===== config.mk =====
export PLATFORM = sky130hd
export DESIGN_NAME = stack_unit_arith_rotate_top
export DESIGN_NICKNAME = d
export VERILOG_FILES = /design/src/hdl/sua_pkg.sv /design/src/hdl/sua_sequencer.sv /design/src/hdl/sua_datapath.sv /design/src/hdl/stack_unit_arith_rotate_top.sv
export SDC_FILE = /design/constraint.sdc
export NUM_CORES = 2
export LEC_CHECK = 0
export BUFFER_PORTS_ARGS = -buffer_cell sky130_fd_sc_hd__buf_4
export CORE_AREA = 2 2 425 427
export DETAILED_ROUTE_END_ITERATION = 10
export DIE_AREA = 0 0 427 429
export MAX_ROUTING_LAYER = met4
export PLACE_DENSITY = 0.76
export RECOVER_POWER = 100
export SYNTH_ARGS = -nofsm -noshare
export SYNTH_HDL_FRONTEND = slang
export SYNTH_SLANG_ARGS = --single-unit

===== constraint.sdc =====
create_clock -name clk_i -period 8.6 [get_ports clk_i]
set_clock_uncertainty 0.1 [all_clocks]
set_input_delay 1.72 -clock clk_i [delete_from_list [all_inputs] [get_ports clk_i]]
set_output_delay 1.72 -clock clk_i [all_outputs]
set_load 0.02 [all_outputs]

===== src/hdl/sua_pkg.sv =====
// ----------------------------------------------------------------------------
// sua_pkg
// Shared types, constants, microcode and index helpers for the stack unit.
// ----------------------------------------------------------------------------
package sua_pkg;

  // Storage geometry
  localparam int unsigned STACK_DEPTH = 64;
  localparam int unsigned PTR_W       = (STACK_DEPTH > 1) ? $clog2(STACK_DEPTH) : 1;
  localparam int unsigned CNT_W       = $clog2(STACK_DEPTH + 1);
  localparam int unsigned SUM_W       = CNT_W + 1;
  localparam int unsigned DATA_W      = 32;
  localparam int unsigned DEPTH_W     = 7;
  localparam int unsigned UPC_W       = 5;

  typedef logic [PTR_W-1:0]  ptr_t;
  typedef logic [CNT_W-1:0]  cnt_t;
  typedef logic [DATA_W-1:0] word_t;
  typedef logic [UPC_W-1:0]  upc_t;

  // Command and status codes
  typedef enum logic [2:0] {
    CMD_PUSH = 3'd0,
    CMD_POP  = 3'd1,
    CMD_SWAP = 3'd2,
    CMD_SUB  = 3'd3,
    CMD_MUL  = 3'd4,
    CMD_ROTL = 3'd5,
    CMD_ROTR = 3'd6
  } cmd_e;

  typedef enum logic [1:0] {
    ST_OK    = 2'd0,
    ST_SHORT = 2'd1,
    ST_FULL  = 2'd2
  } status_e;

  // Channel payloads
  typedef struct packed {
    cmd_e               cmd;
    logic signed [31:0] push_value;
  } in_t;

  typedef struct packed {
    status_e            status;
    logic signed [31:0] top_value;
    logic [DEPTH_W-1:0] depth;
  } out_t;

  // Control word fields
  typedef enum logic [2:0] {
    C_NEVER  = 3'd0,
    C_ALWAYS = 3'd1,
    C_FULL   = 3'd2,
    C_EMPTY  = 3'd3,
    C_LT2    = 3'd4
  } cond_e;

  typedef enum logic [1:0] {
    RD_NONE = 2'd0,
    RD_TOP  = 2'd1,
    RD_SEC  = 2'd2,
    RD_BOT  = 2'd3
  } rd_sel_e;

  typedef enum logic [2:0] {
    WA_TOP   = 3'd0,
    WA_SEC   = 3'd1,
    WA_BELOW = 3'd2,
    WA_PUSH  = 3'd3,
    WA_UP    = 3'd4
  } wa_sel_e;

  typedef enum logic [1:0] {
    WD_PUSH  = 2'd0,
    WD_RDATA = 2'd1,
    WD_A     = 2'd2,
    WD_ALU   = 2'd3
  } wd_sel_e;

  typedef enum logic [1:0] {
    ALU_NONE = 2'd0,
    ALU_SUB  = 2'd1,
    ALU_MUL  = 2'd2
  } alu_e;

  typedef enum logic [1:0] {
    PTR_HOLD = 2'd0,
    PTR_INC  = 2'd1,
    PTR_DEC  = 2'd2,
    PTR_PUSH = 2'd3
  } ptr_op_e;

  typedef enum logic [1:0] {
    CNT_HOLD = 2'd0,
    CNT_INC  = 2'd1,
    CNT_DEC  = 2'd2
  } cnt_op_e;

  typedef enum logic {
    SEQ_IDLE = 1'b0,
    SEQ_RUN  = 1'b1
  } seq_state_e;

  typedef struct packed {
    cond_e   cond;
    upc_t    target;
    rd_sel_e rd_sel;
    logic    ld_a;
    alu_e    alu;
    logic    wr_en;
    wa_sel_e wa_sel;
    wd_sel_e wd_sel;
    ptr_op_e ptr_op;
    cnt_op_e cnt_op;
    logic    set_status;
    status_e new_status;
    logic    emit;
  } uword_t;

  // Sequencer to datapath
  typedef struct packed {
    logic   start;
    uword_t uw;
  } ctrl_t;

  // Datapath to sequencer
  typedef struct packed {
    logic full;
    logic empty;
    logic lt2;
    logic out_free;
  } flags_t;

  // Microcode addresses
  localparam upc_t UA_P0     = 5'd0;
  localparam upc_t UA_P1     = 5'd1;
  localparam upc_t UA_Q0     = 5'd2;
  localparam upc_t UA_Q1     = 5'd3;
  localparam upc_t UA_S0     = 5'd4;
  localparam upc_t UA_S1     = 5'd5;
  localparam upc_t UA_S2     = 5'd6;
  localparam upc_t UA_S3     = 5'd7;
  localparam upc_t UA_U0     = 5'd8;
  localparam upc_t UA_U1     = 5'd9;
  localparam upc_t UA_U2     = 5'd10;
  localparam upc_t UA_M0     = 5'd11;
  localparam upc_t UA_M1     = 5'd12;
  localparam upc_t UA_M2     = 5'd13;
  localparam upc_t UA_AWB    = 5'd14;
  localparam upc_t UA_L0     = 5'd15;
  localparam upc_t UA_L1     = 5'd16;
  localparam upc_t UA_R0     = 5'd17;
  localparam upc_t UA_R1     = 5'd18;
  localparam upc_t UA_FIN    = 5'd19;
  localparam upc_t UA_OUT    = 5'd20;
  localparam upc_t UA_EFULL  = 5'd21;
  localparam upc_t UA_ESHORT = 5'd22;
  localparam upc_t UA_LAST   = UA_ESHORT;

  localparam uword_t UW_NOP = '{
    cond: C_NEVER, target: UA_P0, rd_sel: RD_NONE, ld_a: 1'b0, alu: ALU_NONE,
    wr_en: 1'b0, wa_sel: WA_TOP, wd_sel: WD_RDATA, ptr_op: PTR_HOLD,
    cnt_op: CNT_HOLD, set_status: 1'b0, new_status: ST_OK, emit: 1'b0
  };

  // Ring index helpers
  function automatic ptr_t ptr_inc(ptr_t p);
    return (p == ptr_t'(STACK_DEPTH - 1)) ? '0 : p + ptr_t'(1);
  endfunction

  function automatic ptr_t ptr_dec(ptr_t p);
    return (p == '0) ? ptr_t'(STACK_DEPTH - 1) : p - ptr_t'(1);
  endfunction

  // p - n modulo the depth, for n no larger than the depth
  function automatic ptr_t ptr_sub(ptr_t p, cnt_t n);
    logic [SUM_W-1:0] sum;
    sum = SUM_W'(p) + SUM_W'(STACK_DEPTH) - SUM_W'(n);
    if (sum >= SUM_W'(STACK_DEPTH)) begin
      sum = sum - SUM_W'(STACK_DEPTH);
    end
    return ptr_t'(sum);
  endfunction

  // Dispatch table: first step of each command
  function automatic upc_t cmd_entry(cmd_e c);
    upc_t a;
    case (c)
      CMD_PUSH: a = UA_P0;
      CMD_POP:  a = UA_Q0;
      CMD_SWAP: a = UA_S0;
      CMD_SUB:  a = UA_U0;
      CMD_MUL:  a = UA_M0;
      CMD_ROTL: a = UA_L0;
      CMD_ROTR: a = UA_R0;
      default:  a = UA_FIN;
    endcase
    return a;
  endfunction

  // Microprogram ROM
  function automatic uword_t ucode(upc_t a);
    uword_t w;
    w = UW_NOP;
    case (a)
      // push: check for room, then write above the top
      UA_P0: begin
        w.cond = C_FULL; w.target = UA_EFULL;
      end
      UA_P1: begin
        w.wr_en = 1'b1; w.wa_sel = WA_PUSH; w.wd_sel = WD_PUSH;
        w.ptr_op = PTR_PUSH; w.cnt_op = CNT_INC;
        w.cond = C_ALWAYS; w.target = UA_FIN;
      end
      // pop: drop the top and fetch the new one
      UA_Q0: begin
        w.cond = C_EMPTY; w.target = UA_ESHORT;
      end
      UA_Q1: begin
        w.ptr_op = PTR_DEC; w.cnt_op = CNT_DEC; w.rd_sel = RD_SEC;
        w.cond = C_ALWAYS; w.target = UA_OUT;
      end
      // swap: fetch both, write each to the other's place
      UA_S0: begin
        w.cond = C_LT2; w.target = UA_ESHORT; w.rd_sel = RD_TOP;
      end
      UA_S1: begin
        w.ld_a = 1'b1; w.rd_sel = RD_SEC;
      end
      UA_S2: begin
        w.wr_en = 1'b1; w.wa_sel = WA_TOP; w.wd_sel = WD_RDATA;
      end
      UA_S3: begin
        w.wr_en = 1'b1; w.wa_sel = WA_SEC; w.wd_sel = WD_A; w.rd_sel = RD_TOP;
        w.cond = C_ALWAYS; w.target = UA_OUT;
      end
      // sub: second minus top
      UA_U0: begin
        w.cond = C_LT2; w.target = UA_ESHORT; w.rd_sel = RD_TOP;
      end
      UA_U1: begin
        w.ld_a = 1'b1; w.rd_sel = RD_SEC;
      end
      UA_U2: begin
        w.alu = ALU_SUB; w.cond = C_ALWAYS; w.target = UA_AWB;
      end
      // mul: second times top
      UA_M0: begin
        w.cond = C_LT2; w.target = UA_ESHORT; w.rd_sel = RD_TOP;
      end
      UA_M1: begin
        w.ld_a = 1'b1; w.rd_sel = RD_SEC;
      end
      UA_M2: begin
        w.alu = ALU_MUL;
      end
      // arithmetic write-back into the second entry, then pop
      UA_AWB: begin
        w.wr_en = 1'b1; w.wa_sel = WA_SEC; w.wd_sel = WD_ALU;
        w.ptr_op = PTR_DEC; w.cnt_op = CNT_DEC;
        w.cond = C_ALWAYS; w.target = UA_FIN;
      end
      // rotl: copy top below the bottom, move top down
      UA_L0: begin
        w.cond = C_LT2; w.target = UA_FIN; w.rd_sel = RD_TOP;
      end
      UA_L1: begin
        w.wr_en = 1'b1; w.wa_sel = WA_BELOW; w.wd_sel = WD_RDATA;
        w.ptr_op = PTR_DEC; w.rd_sel = RD_SEC;
        w.cond = C_ALWAYS; w.target = UA_OUT;
      end
      // rotr: copy bottom above the top, move top up
      UA_R0: begin
        w.cond = C_LT2; w.target = UA_FIN; w.rd_sel = RD_BOT;
      end
      UA_R1: begin
        w.wr_en = 1'b1; w.wa_sel = WA_UP; w.wd_sel = WD_RDATA;
        w.ptr_op = PTR_INC; w.cond = C_ALWAYS; w.target = UA_FIN;
      end
      // fetch the top for the result, then hand it over
      UA_FIN: begin
        w.rd_sel = RD_TOP;
      end
      UA_OUT: begin
        w.emit = 1'b1;
      end
      UA_EFULL: begin
        w.set_status = 1'b1; w.new_status = ST_FULL; w.rd_sel = RD_TOP;
        w.cond = C_ALWAYS; w.target = UA_OUT;
      end
      UA_ESHORT: begin
        w.set_status = 1'b1; w.new_status = ST_SHORT; w.rd_sel = RD_TOP;
        w.cond = C_ALWAYS; w.target = UA_OUT;
      end
      default: w = UW_NOP;
    endcase
    return w;
  endfunction

endpackage


===== src/hdl/sua_sequencer.sv =====
// ----------------------------------------------------------------------------
// sua_sequencer
// Step counter and microcode ROM; dispatches commands and resolves jumps.
// ----------------------------------------------------------------------------
module sua_sequencer
  import sua_pkg::*;
(
  input  logic   clk_i,
  input  logic   rst_ni,
  input  logic   in_valid_i,
  input  cmd_e   in_cmd_i,
  output logic   in_ready_o,
  input  flags_t flags_i,
  output ctrl_t  ctrl_o
);

  seq_state_e state_q, state_d;
  upc_t       upc_q, upc_d;
  uword_t     uw;
  logic       jump;

  // Fetch the current control word
  assign uw = ucode(upc_q);

  // Resolve the jump condition
  always_comb begin
    case (uw.cond)
      C_ALWAYS: jump = 1'b1;
      C_FULL:   jump = flags_i.full;
      C_EMPTY:  jump = flags_i.empty;
      C_LT2:    jump = flags_i.lt2;
      default:  jump = 1'b0;
    endcase
  end

  // Next state and step
  always_comb begin
    state_d = state_q;
    upc_d   = upc_q;
    case (state_q)
      SEQ_IDLE: begin
        if (in_valid_i) begin
          state_d = SEQ_RUN;
          upc_d   = cmd_entry(in_cmd_i);
        end
      end
      SEQ_RUN: begin
        if (uw.emit) begin
          // hold on the result step until the output slot frees up
          if (flags_i.out_free) begin
            state_d = SEQ_IDLE;
          end
        end else if (jump) begin
          upc_d = uw.target;
        end else begin
          upc_d = upc_q + upc_t'(1);
        end
      end
      default: state_d = SEQ_IDLE;
    endcase
  end

  // Outputs
  always_comb begin
    case (state_q)
      SEQ_IDLE: begin
        in_ready_o   = 1'b1;
        ctrl_o.start = in_valid_i;
        ctrl_o.uw    = UW_NOP;
      end
      SEQ_RUN: begin
        in_ready_o   = 1'b0;
        ctrl_o.start = 1'b0;
        ctrl_o.uw    = uw;
      end
      default: begin
        in_ready_o   = 1'b0;
        ctrl_o.start = 1'b0;
        ctrl_o.uw    = UW_NOP;
      end
    endcase
  end

  // State registers
  always_ff @(posedge clk_i or negedge rst_ni) begin
    if (!rst_ni) begin
      state_q <= SEQ_IDLE;
      upc_q   <= UA_P0;
    end else begin
      state_q <= state_d;
      upc_q   <= upc_d;
    end
  end

  a_start_runs: assert property (@(posedge clk_i) disable iff (!rst_ni)
    ctrl_o.start |=> (state_q == SEQ_RUN))
    else $error("sequencer did not start after a transaction");

  a_upc_range: assert property (@(posedge clk_i) disable iff (!rst_ni)
    (state_q == SEQ_RUN) |-> (upc_q <= UA_LAST))
    else $error("step counter left the microprogram");

  a_emit_hold: assert property (@(posedge clk_i) disable iff (!rst_ni)
    (state_q == SEQ_RUN && uw.emit && !flags_i.out_free)
      |=> (state_q == SEQ_RUN && $stable(upc_q)))
    else $error("result step left while output slot was busy");

endmodule


===== src/hdl/sua_datapath.sv =====
// ----------------------------------------------------------------------------
// sua_datapath
// Ring-buffer stack memory, pointers, operand and ALU registers, result slot.
// ----------------------------------------------------------------------------
module sua_datapath
  import sua_pkg::*;
(
  input  logic   clk_i,
  input  logic   rst_ni,
  input  ctrl_t  ctrl_i,
  input  in_t    in_data_i,
  output flags_t flags_o,
  input  logic   out_ready_i,
  output logic   out_valid_o,
  output out_t   out_data_o
);

  word_t   mem [STACK_DEPTH];
  ptr_t    ptr_q, ptr_d;
  cnt_t    cnt_q, cnt_d;
  word_t   val_q;
  word_t   a_q;
  word_t   alu_q, alu_d;
  word_t   rdata_q;
  status_e status_q;
  logic    out_valid_q;
  out_t    out_q;

  uword_t  uw;
  ptr_t    addr_sec, addr_bot, addr_below, addr_up, addr_push;
  ptr_t    rd_addr, wr_addr;
  word_t   wr_data;
  word_t   mul_lo;
  cnt_t    bot_dist;
  logic    emit_fire;

  assign uw = ctrl_i.uw;

  // Flags for the jump conditions
  assign flags_o.full     = (cnt_q == cnt_t'(STACK_DEPTH));
  assign flags_o.empty    = (cnt_q == '0);
  assign flags_o.lt2      = (cnt_q < cnt_t'(2));
  assign flags_o.out_free = !out_valid_q || out_ready_i;

  // Ring addresses around the top
  assign bot_dist   = flags_o.empty ? '0 : cnt_q - cnt_t'(1);
  assign addr_sec   = ptr_dec(ptr_q);
  assign addr_bot   = ptr_sub(ptr_q, bot_dist);
  assign addr_below = ptr_sub(ptr_q, cnt_q);
  assign addr_up    = ptr_inc(ptr_q);
  assign addr_push  = flags_o.empty ? ptr_q : addr_up;

  // Select read address
  always_comb begin
    case (uw.rd_sel)
      RD_SEC:  rd_addr = addr_sec;
      RD_BOT:  rd_addr = addr_bot;
      default: rd_addr = ptr_q;
    endcase
  end

  // Select write address and data
  always_comb begin
    case (uw.wa_sel)
      WA_SEC:   wr_addr = addr_sec;
      WA_BELOW: wr_addr = addr_below;
      WA_PUSH:  wr_addr = addr_push;
      WA_UP:    wr_addr = addr_up;
      default:  wr_addr = ptr_q;
    endcase
  end

  always_comb begin
    case (uw.wd_sel)
      WD_PUSH: wr_data = val_q;
      WD_A:    wr_data = a_q;
      WD_ALU:  wr_data = alu_q;
      default: wr_data = rdata_q;
    endcase
  end

  // Stack memory: one write and one registered read per cycle
  always_ff @(posedge clk_i) begin
    if (uw.wr_en) begin
      mem[wr_addr] <= wr_data;
    end
    if (uw.rd_sel != RD_NONE) begin
      rdata_q <= mem[rd_addr];
    end
  end

  // ALU: second operand arrives on the read port, first from the A register
  assign mul_lo = word_t'(rdata_q * a_q);

  always_comb begin
    case (uw.alu)
      ALU_SUB: alu_d = rdata_q - a_q;
      ALU_MUL: alu_d = mul_lo;
      default: alu_d = alu_q;
    endcase
  end

  // Operand registers
  always_ff @(posedge clk_i) begin
    if (ctrl_i.start) begin
      val_q <= word_t'(in_data_i.push_value);
    end
    if (uw.ld_a) begin
      a_q <= rdata_q;
    end
    alu_q <= alu_d;
  end

  // Advance pointer and count
  always_comb begin
    case (uw.ptr_op)
      PTR_INC:  ptr_d = addr_up;
      PTR_DEC:  ptr_d = addr_sec;
      PTR_PUSH: ptr_d = addr_push;
      default:  ptr_d = ptr_q;
    endcase
    case (uw.cnt_op)
      CNT_INC: cnt_d = cnt_q + cnt_t'(1);
      CNT_DEC: cnt_d = cnt_q - cnt_t'(1);
      default: cnt_d = cnt_q;
    endcase
  end

  always_ff @(posedge clk_i or negedge rst_ni) begin
    if (!rst_ni) begin
      ptr_q    <= '0;
      cnt_q    <= '0;
      status_q <= ST_OK;
    end else begin
      ptr_q <= ptr_d;
      cnt_q <= cnt_d;
      if (ctrl_i.start) begin
        status_q <= ST_OK;
      end else if (uw.set_status) begin
        status_q <= uw.new_status;
      end
    end
  end

  // Result slot: load on the result step, drop on the output transaction
  assign emit_fire = uw.emit && flags_o.out_free;

  always_ff @(posedge clk_i or negedge rst_ni) begin
    if (!rst_ni) begin
      out_valid_q <= 1'b0;
    end else if (emit_fire) begin
      out_valid_q <= 1'b1;
    end else if (out_ready_i) begin
      out_valid_q <= 1'b0;
    end
  end

  always_ff @(posedge clk_i) begin
    if (emit_fire) begin
      out_q.status    <= status_q;
      out_q.top_value <= flags_o.empty ? '0 : $signed(rdata_q);
      out_q.depth     <= DEPTH_W'(cnt_q);
    end
  end

  assign out_valid_o = out_valid_q;
  assign out_data_o  = out_q;

  a_cnt_bound: assert property (@(posedge clk_i) disable iff (!rst_ni)
    cnt_q <= cnt_t'(STACK_DEPTH))
    else $error("entry count above stack depth");

  a_no_drop_empty: assert property (@(posedge clk_i) disable iff (!rst_ni)
    (uw.cnt_op == CNT_DEC) |-> !flags_o.empty)
    else $error("drop on an empty stack");

  a_no_push_full: assert property (@(posedge clk_i) disable iff (!rst_ni)
    (uw.cnt_op == CNT_INC) |-> !flags_o.full)
    else $error("push on a full stack");

endmodule


===== src/hdl/stack_unit_arith_rotate_top.sv =====
// ----------------------------------------------------------------------------
// stack_unit_arith_rotate_top
// Bounded stack of signed 32-bit words running one command per transaction.
// ----------------------------------------------------------------------------
// Usage:
//   Input channel (in_valid_i / in_ready_o / in_data_i) carries a command
//   (push, pop, swap, sub, mul, rotl, rotr) and a push value. Every command
//   returns one result on the output channel (out_valid_o / out_ready_i /
//   out_data_o): status, the top entry after the command (zero when empty)
//   and the entry count.
//   Sequencing: a microcoded sequencer runs each command as a short program
//   over one stack memory with a write port and a registered read port. The
//   result is loaded into the output register on the program's result step,
//   and the input is ready again the cycle after the result is loaded.
//   Reset empties the stack (pointer and count to zero); memory contents are
//   not cleared and need no clearing pass.
//   Stall: the result sits in an output register; the block accepts and runs
//   the next command while it waits and holds on that command's result step
//   until the register is taken.
// ----------------------------------------------------------------------------
module stack_unit_arith_rotate_top
  import sua_pkg::*;
(
  input  logic clk_i,
  input  logic rst_ni,
  input  logic in_valid_i,
  output logic in_ready_o,
  input  in_t  in_data_i,
  output logic out_valid_o,
  input  logic out_ready_i,
  output out_t out_data_o
);

  ctrl_t  ctrl;
  flags_t flags;

  // Step counter and control store
  sua_sequencer u_seq (
    .clk_i      (clk_i),
    .rst_ni     (rst_ni),
    .in_valid_i (in_valid_i),
    .in_cmd_i   (in_data_i.cmd),
    .in_ready_o (in_ready_o),
    .flags_i    (flags),
    .ctrl_o     (ctrl)
  );

  // Stack memory and arithmetic
  sua_datapath u_dp (
    .clk_i       (clk_i),
    .rst_ni      (rst_ni),
    .ctrl_i      (ctrl),
    .in_data_i   (in_data_i),
    .flags_o     (flags),
    .out_ready_i (out_ready_i),
    .out_valid_o (out_valid_o),
    .out_data_o  (out_data_o)
  );

endmodule

==> impl_metrics.toml <==
[outcome]
outcome = "complete, but fails checks"
violations = "max-capacitance violations, max-slew violations"

[finish]
regArea_sq_um = 67100
multi_input_area_sq_um = 36600
drive_gt1_share_pct = 8.65
area_growth_pct = 10.7
fin_nets = 8842
fill_cells = 12400

[clock_network]
clock_path_buffers = 3
holdBufCountCts = 0
cts_sinks = 2239
cts_root_buf = "clkbuf_16"
h-tree-depth = 4
insertion_delay_ns = 0.90
path_clk_slew_ns = 0.06
cts_tree = "built"
cts_resized = 0
cts_buffers = 217
post_cts_buffers = 0

[sta]
report.final.hold_viol_count = 0
slew_viol_final = 2646
layout_worst_path_cycle_share_pct = 96.6
relSlewSlack_pct = -165
fmax_ghz = 0.120
period_minus_slack_ns = 8.31
rsz0062_at_grt = "false"
setup_viol = 0
holdWs_ns = 0.370
worstMarginPinSlew_ns = 3.98
setup_slack_ns = 0.293
setup_tns_ns = 0

[hold_path]
min_path_cells = 0
min_from = "u_dp.status_q[0]"
hold_end = "u_dp.out_data_o[39]"
hold_class = "register to register"

[grt]
antenna_found_initial = 25
grt_max_degree = 119
grt_pass1_vias = 70800
grt-ovfl-total = 0
grtUsageTotal_pct = 38.4
grt_pass1_wl_microns = 488000

[worst_setup_path]
rr_worst_depth = 11
r2r-end = "u_dp.mem[34][6]"
cp.arrival_ns = 8.70
path_class = "register to register"
r2r_start = "u_seq.upc_q[1]"
crit_path_cell_trace = "inv_1, ha_1, or3b_1, nor2_1, o31ai_1, o21ai_0, a22oi_1, o32ai_2, nand2_1, nor2_2, buf_4"
required_ns = 8.99
path_max_fanout = 19
cp-start-kind = "register"
slowest_stage = "nor2_1"
r2r_setup_slack_ns = 0.29
slowest_delay_ns = 1.64
endpoint_kind = "register"

[yosys]
synthArstFlopShare_pct = 0.983
ys_types = 96
synth_edf_count = 2217
ys.flop_type = "edfxtp_1"
synthTopCellsByArea = "edfxtp_1 (62%), fa_1 (7.7%), nand2_1 (5.0%)"
yosys.area.top_type_share_pct = 62.3
yosysWarnings = 0
ys_ff_latch = 2239
syn_inst = 8087
synth_area_sq_um = 107000
synth_nets = 8730
yosys-top-cells-count = "edfxtp_1 (2217), nand2_1 (1424), inv_1 (442)"
yosysMostFrequentCell = "edfxtp_1"
synth_area_per_cell_sq_um = 13.2
synth_largest_area_cell = "edfxtp_1"
synth_seq_area_share_pct = 62.9

[die]
dieWidth_microns = 427
core-area_sq_um = 178000
num_rows = 155
die_height_microns = 429
start_util_pct = 60.0
io_pins = 82
design.die.area_sq_um = 183000

[route]
viasPerCell = 6.71
vias = 72200
ant_nets = 0
drc = 0
drt-total-wl_microns = 342000
first_pass_iters = 8
drtIter0Drc = 12000
wl_per_cell_microns = 31.8

[placed_design]
numPortBuffers = 81
post-dp-hpwl_microns = 212000
gp_congestion = 0.947
dp_slack_ns = 0.755

[run]
cap_violations = 52
## logic make-up after synthesis
family	count (synthesis)	synth area share [%]
flops	2239	62.9
buf+inv	929	3.77
simple gates	2613	11.2
xor+xnor	127	1.04
fa+ha+maj	604	9.97
compound gates	1174	7.37
mux	401	3.79
## final cells by class
class                   count  area share (%)
multi-input cells        4919            31.0
inverters                 446            1.42
well taps                2355            2.49
diodes                     23          0.0487
repair buffers            376            2.28
clock buffers             276            4.83
flip-flops and latches   2239            56.8
clock inverters           125            1.17
## placed cells by master, fill, tap and decap left out, types with 22 or more instances in the layout
master     synthesis  final
mux2i_1          394    394
a211oi_1         155    154
diode_2            0     23
a311oi_1          49     49
nand2_1         1424   1417
nor3_1            27     26
clkbuf_2           1     34
and4_1            22     22
xor2_1            38     38
ha_1             193    193
a21o_1            25     25
inv_1            442    443
clkbuf_16          0    219
and3_1           150    150
a22oi_1           65     65
and2_1           294    269
a31oi_1          123    123
buf_12             0     29
nand4_1           40     40
and2_0             1     25
xnor2_1           89     89
a21oi_1          243    241
a32oi_1           52     52
dfrtp_1           22     22
nor2_4             0     58
edfxtp_1        2217   2217
clkbuf_1         213    164
clkinv_2           0     25
fa_1             411    411
nor4_1            57     54
buf_4             47    177
nor2_1           224    155
o21ai_0          140    113
o21ai_4            0     28
nand3_1          288    287
o22ai_1          142    142
clkinv_1           3     51
clkbuf_4           0     27
## sequential cells by signal, indices dropped and copies added (netlist names), 5 cells and up
register / flops
u_dp.a_q: 32
u_dp.cnt_q: 7
u_dp.alu_q: 32
u_dp.rdata_q: 32
u_dp.out_data_o: 41
u_seq.upc_q: 5
u_dp.ptr_q: 6
u_dp.mem: 2048
u_dp.val_q: 32
## through the flow
stage / area [sq um] / instances / utilization [%]
2_1_floorplan: 107000 / 8087 / -
3_3_place_gp: 112000 / 10300 / 62.8
3_5_place_dp: 112000 / 10300 / 62.8
4_1_cts: 119000 / 10700 / 66.8
5_1_grt: 118000 / 10800 / 66.4
6_report: 118000 / 10800 / 66.4
## how the worst max path moves through the flow
stage	start	to	cells past startpoint
floorplan	u_dp.a_q[2]	u_dp.alu_q[31]	26
global placement	u_dp.a_q[6]	u_dp.alu_q[31]	22
detailed placement	u_dp.a_q[6]	u_dp.alu_q[31]	22
CTS	u_dp.a_q[6]	u_dp.alu_q[31]	22
global route	u_seq.upc_q[1]	u_dp.mem[39][4]	13
finish	u_seq.upc_q[1]	u_dp.mem[34][6]	11
## critical path, delay by kind of cell (launching register included)
family / cells / cell delay [ns]
compound gates: 4 / 2.27
flops: 1 / 0.43
fa+ha+maj: 1 / 0.38
buf+inv: 2 / 0.69
simple gates: 4 / 4.05
## metal layers
layer,GRT usage [%],up-vias,share of wire (%),wire (microns)
li1,-,29600,-,-
met1,47.7,35500,34,116000
met2,56.6,5725,45,153000
met3,10.7,1287,14,48300
met4,22.2,0,7.3,25000
met5,-,-,0,0
Power is not shown: default switching activity piles up to over one toggle a cycle in this logic, so the estimate is an artifact.
